===== config.mk =====
export PLATFORM = sky130hd
export DESIGN_NAME = steer_actuator_lag_rate_limiter_top
export DESIGN_NICKNAME = d
export VERILOG_FILES = /design/src/hdl/salp_pkg.sv /design/src/hdl/salp_ctrl.sv /design/src/hdl/salp_dp.sv /design/src/hdl/steer_actuator_lag_rate_limiter_top.sv
export SDC_FILE = /design/constraint.sdc
export NUM_CORES = 2
export LEC_CHECK = 0
export BUFFER_PORTS_ARGS = -buffer_cell sky130_fd_sc_hd__buf_2
export CORE_MARGIN = 3
export CORE_UTILIZATION = 43
export DETAILED_ROUTE_END_ITERATION = 6
export HOLD_SLACK_MARGIN = 0.05
export PLACE_DENSITY = 0.7
export SETUP_SLACK_MARGIN = 0.2
export SYNTH_ARGS = -nofsm -noshare
export SYNTH_HDL_FRONTEND = slang
export SYNTH_HIERARCHICAL = 1
export SYNTH_SLANG_ARGS = --single-unit

===== constraint.sdc =====
create_clock -name aclk -period 18.82 [get_ports aclk]
set_clock_uncertainty 0.05 [all_clocks]
set_input_delay 3.764 -clock aclk [delete_from_list [all_inputs] [get_ports aclk]]
set_output_delay 3.764 -clock aclk [all_outputs]
set_load 0.01 [all_outputs]

===== src/hdl/salp_pkg.sv =====
package salp_pkg;

    typedef enum logic [6:0] {
        ST_IDLE  = 7'b0000001,
        ST_CLAMP = 7'b0000010,
        ST_MUL   = 7'b0000100,
        ST_DLOAD = 7'b0001000,
        ST_DIV   = 7'b0010000,
        ST_POST  = 7'b0100000,
        ST_OUT   = 7'b1000000
    } state_t;

    typedef enum logic [1:0] {
        PH_FILT = 2'd0,
        PH_RATE = 2'd1,
        PH_MOVE = 2'd2,
        PH_REAL = 2'd3
    } phase_t;

    localparam logic [2:0] CFG_ANGLE_MIN     = 3'd0;
    localparam logic [2:0] CFG_ANGLE_MAX     = 3'd1;
    localparam logic [2:0] CFG_RATE_MIN      = 3'd2;
    localparam logic [2:0] CFG_RATE_MAX      = 3'd3;
    localparam logic [2:0] CFG_ACTUATOR_TAU  = 3'd4;
    localparam logic [2:0] CFG_SMOOTHING_TAU = 3'd5;

    localparam int DIV_STEPS = 28;
    localparam int CNT_W = 5;
    localparam logic [20:0] US_PER_S = 21'd1000000;

    typedef struct packed {
        logic   load;
        logic   clamp;
        logic   mul;
        logic   dload;
        logic   dstep;
        logic   post;
        logic   out_wr;
        phase_t phase;
    } cmd_t;

    typedef struct packed {
        logic is_reset;
        logic stau_zero;
        logic div_done;
    } stat_t;

    function automatic logic signed [31:0] lim(input logic signed [57:0] v,
                                               input logic signed [31:0] lo,
                                               input logic signed [31:0] hi);
        logic signed [57:0] lo_w;
        logic signed [57:0] hi_w;
        logic signed [57:0] t;
        lo_w = {{26{lo[31]}}, lo};
        hi_w = {{26{hi[31]}}, hi};
        t = (v < hi_w) ? v : hi_w;
        t = (t > lo_w) ? t : lo_w;
        return t[31:0];
    endfunction

endpackage


===== src/hdl/salp_ctrl.sv =====
module salp_ctrl (
    input  logic                 aclk,
    input  logic                 aresetn,
    input  logic                 s_valid,
    output logic                 s_ready,
    output logic                 m_valid,
    input  logic                 m_ready,
    input  salp_pkg::stat_t      stat,
    output salp_pkg::cmd_t       cmd
);

    salp_pkg::state_t state_reg, state_next;
    salp_pkg::phase_t phase_reg, phase_next;
    logic m_valid_reg, m_valid_next;

    always_comb begin
        state_next = state_reg;
        phase_next = phase_reg;
        cmd = '0;
        cmd.phase = phase_reg;
        s_ready = 1'b0;
        case (state_reg)
            salp_pkg::ST_IDLE: begin
                s_ready = 1'b1;
                if (s_valid) begin
                    cmd.load = 1'b1;
                    state_next = salp_pkg::ST_CLAMP;
                end
            end
            salp_pkg::ST_CLAMP: begin
                cmd.clamp = 1'b1;
                if (stat.is_reset) begin
                    state_next = salp_pkg::ST_OUT;
                end else if (stat.stau_zero) begin
                    phase_next = salp_pkg::PH_RATE;
                    state_next = salp_pkg::ST_MUL;
                end else begin
                    phase_next = salp_pkg::PH_FILT;
                    state_next = salp_pkg::ST_MUL;
                end
            end
            salp_pkg::ST_MUL: begin
                cmd.mul = 1'b1;
                state_next = salp_pkg::ST_DLOAD;
            end
            salp_pkg::ST_DLOAD: begin
                cmd.dload = 1'b1;
                state_next = salp_pkg::ST_DIV;
            end
            salp_pkg::ST_DIV: begin
                cmd.dstep = 1'b1;
                if (stat.div_done) begin
                    state_next = salp_pkg::ST_POST;
                end
            end
            salp_pkg::ST_POST: begin
                cmd.post = 1'b1;
                if (phase_reg == salp_pkg::PH_REAL) begin
                    state_next = salp_pkg::ST_OUT;
                end else begin
                    phase_next = salp_pkg::phase_t'(phase_reg + 2'd1);
                    state_next = salp_pkg::ST_MUL;
                end
            end
            salp_pkg::ST_OUT: begin
                if (!m_valid_reg || m_ready) begin
                    cmd.out_wr = 1'b1;
                    state_next = salp_pkg::ST_IDLE;
                end
            end
            default: begin
                state_next = salp_pkg::ST_IDLE;
            end
        endcase
        m_valid_next = cmd.out_wr ? 1'b1 : (m_ready ? 1'b0 : m_valid_reg);
    end

    always_ff @(posedge aclk) begin
        if (!aresetn) begin
            state_reg   <= salp_pkg::ST_IDLE;
            phase_reg   <= salp_pkg::PH_FILT;
            m_valid_reg <= 1'b0;
        end else begin
            state_reg   <= state_next;
            phase_reg   <= phase_next;
            m_valid_reg <= m_valid_next;
        end
    end

    assign m_valid = m_valid_reg;

endmodule


===== src/hdl/salp_dp.sv =====
module salp_dp (
    input  logic                aclk,
    input  logic                aresetn,
    input  logic                cfg_valid,
    input  logic [2:0]          cfg_index,
    input  logic [31:0]         cfg_data,
    input  logic                s_command,
    input  logic signed [31:0]  s_desired_angle,
    input  logic signed [31:0]  s_measured_angle,
    input  logic [19:0]         s_step_time,
    output logic signed [31:0]  m_filtered_target,
    output logic signed [31:0]  m_new_angle,
    output logic signed [31:0]  m_realized_rate,
    input  salp_pkg::cmd_t      cmd,
    output salp_pkg::stat_t     stat
);

    logic signed [31:0] amin_reg;
    logic [30:0]        amax_reg;
    logic signed [31:0] rmin_reg;
    logic [30:0]        rmax_reg;
    logic [23:0]        tau_reg;
    logic [23:0]        stau_reg;

    logic               cmd_reg;
    logic signed [31:0] des_reg;
    logic signed [31:0] meas_reg;
    logic [19:0]        dt_reg;
    logic signed [31:0] mc_reg;
    logic signed [31:0] dc_reg;
    logic signed [31:0] tgt_reg;
    logic signed [31:0] rate_reg;
    logic signed [31:0] next_reg;
    logic signed [31:0] real_reg;
    logic signed [55:0] prod_reg;
    logic               neg_reg;
    logic [24:0]        dvsr_reg;
    logic [55:0]        dvd_reg;
    logic [24:0]        rem_reg;
    logic [55:0]        quo_reg;
    logic [salp_pkg::CNT_W-1:0] cnt_reg;

    logic signed [31:0] ahi;
    logic signed [31:0] rhi;
    logic signed [31:0] mc_c;
    logic signed [31:0] dc_c;
    logic signed [33:0] mul_a;
    logic [20:0]        mul_b;
    logic [24:0]        dvsr_c;
    logic [55:0]        mag_c;
    logic [24:0]        rem_c;
    logic [55:0]        dvd_c;
    logic [55:0]        quo_c;
    logic [25:0]        trial;
    logic signed [57:0] qs;

    assign ahi = {1'b0, amax_reg};
    assign rhi = {1'b0, rmax_reg};
    assign mc_c = salp_pkg::lim({{26{meas_reg[31]}}, meas_reg}, amin_reg, ahi);
    assign dc_c = salp_pkg::lim({{26{des_reg[31]}}, des_reg}, amin_reg, ahi);

    always_comb begin
        case (cmd.phase)
            salp_pkg::PH_FILT: begin
                mul_a = {{2{dc_reg[31]}}, dc_reg} - {{2{tgt_reg[31]}}, tgt_reg};
                mul_b = {1'b0, dt_reg};
                dvsr_c = {1'b0, stau_reg} + {5'd0, dt_reg};
            end
            salp_pkg::PH_RATE: begin
                mul_a = {{2{tgt_reg[31]}}, tgt_reg} - {{2{mc_reg[31]}}, mc_reg};
                mul_b = salp_pkg::US_PER_S;
                dvsr_c = (tau_reg == 24'd0) ? 25'd1 : {1'b0, tau_reg};
            end
            salp_pkg::PH_MOVE: begin
                mul_a = {{2{rate_reg[31]}}, rate_reg};
                mul_b = {1'b0, dt_reg};
                dvsr_c = {4'd0, salp_pkg::US_PER_S};
            end
            salp_pkg::PH_REAL: begin
                mul_a = {{2{next_reg[31]}}, next_reg} - {{2{mc_reg[31]}}, mc_reg};
                mul_b = salp_pkg::US_PER_S;
                dvsr_c = {5'd0, dt_reg};
            end
            default: begin
                mul_a = '0;
                mul_b = '0;
                dvsr_c = 25'd1;
            end
        endcase
        mag_c = (prod_reg[55] ? 56'(-prod_reg) : 56'(prod_reg)) + {32'd0, dvsr_c[24:1]};
    end

    always_comb begin
        rem_c = rem_reg;
        dvd_c = dvd_reg;
        quo_c = quo_reg;
        for (int i = 0; i < 2; i++) begin
            trial = {rem_c, dvd_c[55]};
            dvd_c = {dvd_c[54:0], 1'b0};
            if (trial >= {1'b0, dvsr_reg}) begin
                trial = trial - {1'b0, dvsr_reg};
                quo_c = {quo_c[54:0], 1'b1};
            end else begin
                quo_c = {quo_c[54:0], 1'b0};
            end
            rem_c = trial[24:0];
        end
        qs = neg_reg ? -$signed({2'b00, quo_reg}) : $signed({2'b00, quo_reg});
    end

    always_ff @(posedge aclk) begin
        if (!aresetn) begin
            amin_reg <= -32'sd16777216;
            amax_reg <= 31'd16777216;
            rmin_reg <= -32'sd16777216;
            rmax_reg <= 31'd16777216;
            tau_reg  <= 24'd100000;
            stau_reg <= 24'd50000;
            tgt_reg  <= '0;
            cnt_reg  <= '0;
        end else begin
            if (cfg_valid) begin
                case (cfg_index)
                    salp_pkg::CFG_ANGLE_MIN:     amin_reg <= cfg_data;
                    salp_pkg::CFG_ANGLE_MAX:     amax_reg <= cfg_data[30:0];
                    salp_pkg::CFG_RATE_MIN:      rmin_reg <= cfg_data;
                    salp_pkg::CFG_RATE_MAX:      rmax_reg <= cfg_data[30:0];
                    salp_pkg::CFG_ACTUATOR_TAU:  tau_reg  <= cfg_data[23:0];
                    salp_pkg::CFG_SMOOTHING_TAU: stau_reg <= cfg_data[23:0];
                    default: begin
                    end
                endcase
            end
            if (cmd.clamp) begin
                if (cmd_reg) begin
                    tgt_reg <= mc_c;
                end else if (stau_reg == 24'd0) begin
                    tgt_reg <= dc_c;
                end
            end
            if (cmd.post && cmd.phase == salp_pkg::PH_FILT) begin
                tgt_reg <= salp_pkg::lim({{26{tgt_reg[31]}}, tgt_reg} + qs, amin_reg, ahi);
            end
            if (cmd.dload) begin
                cnt_reg <= salp_pkg::CNT_W'(salp_pkg::DIV_STEPS);
            end else if (cmd.dstep) begin
                cnt_reg <= cnt_reg - salp_pkg::CNT_W'(1);
            end
        end
    end

    always_ff @(posedge aclk) begin
        if (cmd.load) begin
            cmd_reg  <= s_command;
            des_reg  <= s_desired_angle;
            meas_reg <= s_measured_angle;
            dt_reg   <= (s_step_time == 20'd0) ? 20'd1 : s_step_time;
        end
        if (cmd.clamp) begin
            mc_reg <= mc_c;
            dc_reg <= dc_c;
            if (cmd_reg) begin
                next_reg <= mc_c;
                real_reg <= '0;
            end
        end
        if (cmd.mul) begin
            prod_reg <= mul_a * $signed({1'b0, mul_b});
        end
        if (cmd.dload) begin
            neg_reg  <= prod_reg[55];
            dvsr_reg <= dvsr_c;
            dvd_reg  <= mag_c;
            rem_reg  <= '0;
            quo_reg  <= '0;
        end else if (cmd.dstep) begin
            dvd_reg <= dvd_c;
            rem_reg <= rem_c;
            quo_reg <= quo_c;
        end
        if (cmd.post) begin
            case (cmd.phase)
                salp_pkg::PH_RATE: rate_reg <= salp_pkg::lim(qs, rmin_reg, rhi);
                salp_pkg::PH_MOVE:
                    next_reg <= salp_pkg::lim({{26{mc_reg[31]}}, mc_reg} + qs, amin_reg, ahi);
                salp_pkg::PH_REAL:
                    real_reg <= salp_pkg::lim(qs, 32'sh80000000, 32'sh7fffffff);
                default: begin
                end
            endcase
        end
        if (cmd.out_wr) begin
            m_filtered_target <= tgt_reg;
            m_new_angle       <= next_reg;
            m_realized_rate   <= real_reg;
        end
    end

    assign stat.is_reset  = cmd_reg;
    assign stat.stau_zero = (stau_reg == 24'd0);
    assign stat.div_done  = (cnt_reg == salp_pkg::CNT_W'(1));

endmodule


===== src/hdl/steer_actuator_lag_rate_limiter_top.sv =====
// Steering actuator lag with rate limit: each word on the input channel
// yields one result word. A control step runs a clamp step, four multiply and
// divide passes and an output step from acceptance to result (three passes
// when smoothing is off); a reset command runs only the clamp and output
// steps. The next word can be accepted in the cycle after the result is
// written. Most of a step is spent in the one shared divider, which retires
// two quotient bits a cycle over a 56-bit dividend. A new word is accepted
// while the previous result still waits on the output; once that word is
// finished it holds until the output drains. Configuration is always
// ready.
module steer_actuator_lag_rate_limiter_top (
    input  logic               aclk,
    input  logic               aresetn,
    input  logic               cfg_valid,
    output logic               cfg_ready,
    input  logic [2:0]         cfg_index,
    input  logic [31:0]        cfg_data,
    input  logic               s_valid,
    output logic               s_ready,
    input  logic               s_command,
    input  logic signed [31:0] s_desired_angle,
    input  logic signed [31:0] s_measured_angle,
    input  logic [19:0]        s_step_time,
    output logic               m_valid,
    input  logic               m_ready,
    output logic signed [31:0] m_filtered_target,
    output logic signed [31:0] m_new_angle,
    output logic signed [31:0] m_realized_rate
);

    salp_pkg::cmd_t  cmd;
    salp_pkg::stat_t stat;

    assign cfg_ready = 1'b1;

    salp_ctrl u_ctrl (
        .aclk    (aclk),
        .aresetn (aresetn),
        .s_valid (s_valid),
        .s_ready (s_ready),
        .m_valid (m_valid),
        .m_ready (m_ready),
        .stat    (stat),
        .cmd     (cmd)
    );

    salp_dp u_dp (
        .aclk              (aclk),
        .aresetn           (aresetn),
        .cfg_valid         (cfg_valid),
        .cfg_index         (cfg_index),
        .cfg_data          (cfg_data),
        .s_command         (s_command),
        .s_desired_angle   (s_desired_angle),
        .s_measured_angle  (s_measured_angle),
        .s_step_time       (s_step_time),
        .m_filtered_target (m_filtered_target),
        .m_new_angle       (m_new_angle),
        .m_realized_rate   (m_realized_rate),
        .cmd               (cmd),
        .stat              (stat)
    );

    assert property (@(posedge aclk) disable iff (!aresetn)
        s_valid && s_ready |=> !s_ready)
        else $error("input accepted while a word is in work");

    assert property (@(posedge aclk) disable iff (!aresetn)
        cmd.out_wr |=> m_valid)
        else $error("result written but not presented");

    assert property (@(posedge aclk) disable iff (!aresetn)
        cmd.dstep && stat.div_done |=> cmd.post)
        else $error("divider finished without post step");

endmodule

==> results by group <==
Run status
  • Status: finished clean

Worst setup path
  • Crit end category: flip-flop
  • Max stage delay on crit path: 0.97 ns
  • Req. time, crit path: 19.47 ns
  • R2r startpoint: u_dp/quo_reg[0]
  • Slowest-stage cell, CP: ha_2
  • Worst setup SP type: flip-flop
  • CP dominant cell by count: a21o_1
  • Crit Path Max Fanout: 32
  • Critical path endpoint: u_dp/next_reg[0]
  • FF-to-FF End: u_dp/next_reg[0]
  • Critical setup path kind: reg -> reg
  • R2R depth: 43
  • Critical Path AT: 14.09 ns
  • Setup crit start: u_dp/quo_reg[0]
  • Flop-to-flop setup slack: 5.38 ns

STA
  • Slew headroom: 9.80%
  • Slew Viols, Final: 0
  • Setup violations, final: 0
  • Final hold vios: 0
  • Least-Margin Pin Slew: 1.34 ns
  • Setup TNS Final: 0 ns
  • Worst setup margin: 5.38 ns
  • RSZ-0062 raised after global routing: false
  • Achievable clock frequency: 74.4 MHz
  • Final worst-path cycle share: 71.4%
  • Crit path time final: 13.44 ns

Detailed routing
  • Final wirelength: 309,000 um
  • Pre-antenna DRT Iters: 6
  • Detailed-route wire length per cell: 25.9 um
  • Remaining antenna violation count: 0
  • # DRC: 0
  • Vias: 71.5k
  • DR iter-0 viols: 7,608
  • Vias per cell: 5.99

Logic synthesis
  • Synth warn: 6
  • Mux contribution to synthesized area: 6.74%
  • Adder-Cell Fraction of Synth Area: 28.3%
  • XOR/XNOR share of the synthesized area: 4.42%
  • Seq cells post-synth: 781
  • Synth Area in Compound Gates: 14.8%
  • Synth Instances: 9,253
  • Post-synth top flop: edfxtp_1
  • Largest family of logic cells by synthesized area: adder cells
  • Ys async rst share: 0%
  • Syn nets: 10.9k
  • Post-synth EDFFs: 415
  • Post-synthesis simple-gate area fraction: 15.0%
  • Sequential-to-total area share from yosys stat: 23.8%
  • Syn_area_per_cell: 8.97 um^2
  • Synth cell types: 100
  • Syn Std Cell Area: 0.0830 mm^2

Floorplan
  • Die area: 0.198 mm^2
  • Initial Util: 43.5%
  • Die height: 445 um
  • CORE AREA: 0.191 mm^2
  • DIE WIDTH: 445 um
  • Top-level port count: 224
  • FP Rows: 160

Final layout
  • Area growth, synth to finish: 8.77%
  • Area of the multi-input gates: 0.0576 mm^2
  • Nets: 10.9k
  • Post-layout util: 47.3%
  • Fillers: 18.2k
  • Fin cells: 11.9k
  • Fraction of layout cells with a size suffix above 1: 10.2%
  • Sequential Area: 0.0198 mm^2

Global routing
  • Grt ovf: 0
  • Largest net degree at the start of global routing: 115
  • Initial antenna violation count: 37
  • Vias in the first global route: 70.1k
  • First-pass GRT wire length: 458,000 um
  • Gr usage total: 30.7%

Placement
  • Post-placement cell count: 11.7k
  • Dpl ws: 5.78 ns
  • RD Place Congestion: 1.02
  • DP HPWL: 245,000 um
  • IO Port Bufs: 222

CTS
  • Deepest clock path buffer count: 3
  • CTS tree: yes
  • Clock H-tree levels: 3
  • Clk Latency, worst-skew pair: 0.78 ns
  • Post-CTS sizing: 0
  • Hold_buf cts: 0
  • Clk pin slew, worst setup/hold paths: 0.06 ns
  • Setup bufs post-CTS: 0
  • # clock sinks: 781
  • CTS Buf Count: 94
  • Clk root buf: clkbuf_16

Job
  • Max Cap Viol: 0

Hold path
  • Hold/Removal Path Class: reg -> reg
==> placed cells by master, fill, tap and decap left out, types with 317 or more instances in the layout <==
cell,count
nand2_1,1067
fa_1,664
mux2_2,317
o21ai_0,373
ha_1,810
edfxtp_1,415
a21oi_1,517
nor2_1,531
inv_1,1123
dfxtp_1,364
==> metal layers <==
layer / vias up / part of all wire, % / track usage (%)
li1: 31900 / - / -
met1: 35100 / 41 / 41.4
met2: 3653 / 42 / 45.4
met3: 788 / 10 / 7.02
met4: 16 / 6.4 / 16.8
met5: - / 0.052 / 0
==> critical path: cells and delay by family (launching register included) <==
family | cells | cell delay [ns]
AO/OA/AOI/OAI | 20 | 4.64
adder cells (fa/ha/maj) | 5 | 2.26
AND/OR/NAND/NOR | 8 | 2.10
buffers and inverters | 5 | 1.85
XOR/XNOR | 3 | 0.94
multiplexers | 2 | 0.81
flip-flops | 1 | 0.56
==> logic make-up (layout without fill, tap and decap cells) <==
logic type | Yosys count | after routing
DFF | 781 | 781
AOI/OAI and AO/OA | 1896 | 1896
other | 1 | 17
buffers and inverters | 1523 | 1668
adders and majority gates | 1477 | 1477
and+or+nand+nor | 2637 | 2637
xor gates and xnor gates | 419 | 419
muxes | 519 | 519
==> worst min-delay path by stage <==
stage / start / end / slack (ns) / depth (start not counted)
5_1_grt: u_dp/real_reg[24] / u_dp/m_realized_rate[24] / 0.40 / 0
6_report: u_dp/real_reg[8] / u_dp/m_realized_rate[8] / 0.38 / 0
3_3_place_gp: u_dp/real_reg[8] / u_dp/m_realized_rate[8] / 0.37 / 0
2_1_floorplan: u_dp/real_reg[0] / u_dp/m_realized_rate[0] / 0.36 / 0
3_5_place_dp: u_dp/real_reg[26] / u_dp/m_realized_rate[26] / 0.37 / 0
4_1_cts: u_dp/real_reg[26] / u_dp/m_realized_rate[26] / 0.39 / 0
==> synth_stat cells, types with 49 or more instances <==
cell type,instances,area (um^2)
xnor2_1,258,2260
nand3_1,136,681
o21ai_0,381,1910
dfxtp_1,366,7330
fa_1,664,13300
a21boi_0,167,1250
nand2b_1,93,582
nand4_1,125,782
inv_1,1129,4240
a21oi_1,518,2590
nor2_1,534,2000
o21a_1,60,450
nand2_1,1071,4020
mux2i_1,202,2020
nor4_1,53,332
and3_1,74,463
mux2_2,317,3570
a21o_1,263,1970
and2_1,71,444
or3_1,49,307
nor3_1,152,761
nor2b_1,129,807
a211oi_1,68,510
xor2_1,161,1410
ha_1,813,10200
edfxtp_1,415,12500
clkbuf_1,345,1290
o21bai_1,54,405
==> cell type report <==
class                      instances  share of cell area (%)
timing repair buffer             360                    2.39
antenna                           16                  0.0444
clock inverter                    64                   0.865
inverter                        1131                    4.71
tap                             2511                    3.48
sequential                       781                    21.9
clock buffer                     113                    2.77
multi-input combinational       6949                    63.8
==> per-stage QoR <==
step	hold WS [ns]	area, um^2
after floorplan	0.358	83000
after global placement	0.369	87000
after detailed placement	0.372	87000
after CTS	0.386	90200
after global routing	0.397	90300
final	0.382	90300
Power is left out: the tool's default activity adds up to more than one toggle a clock period on the data nets, which glitch-free logic cannot reach.
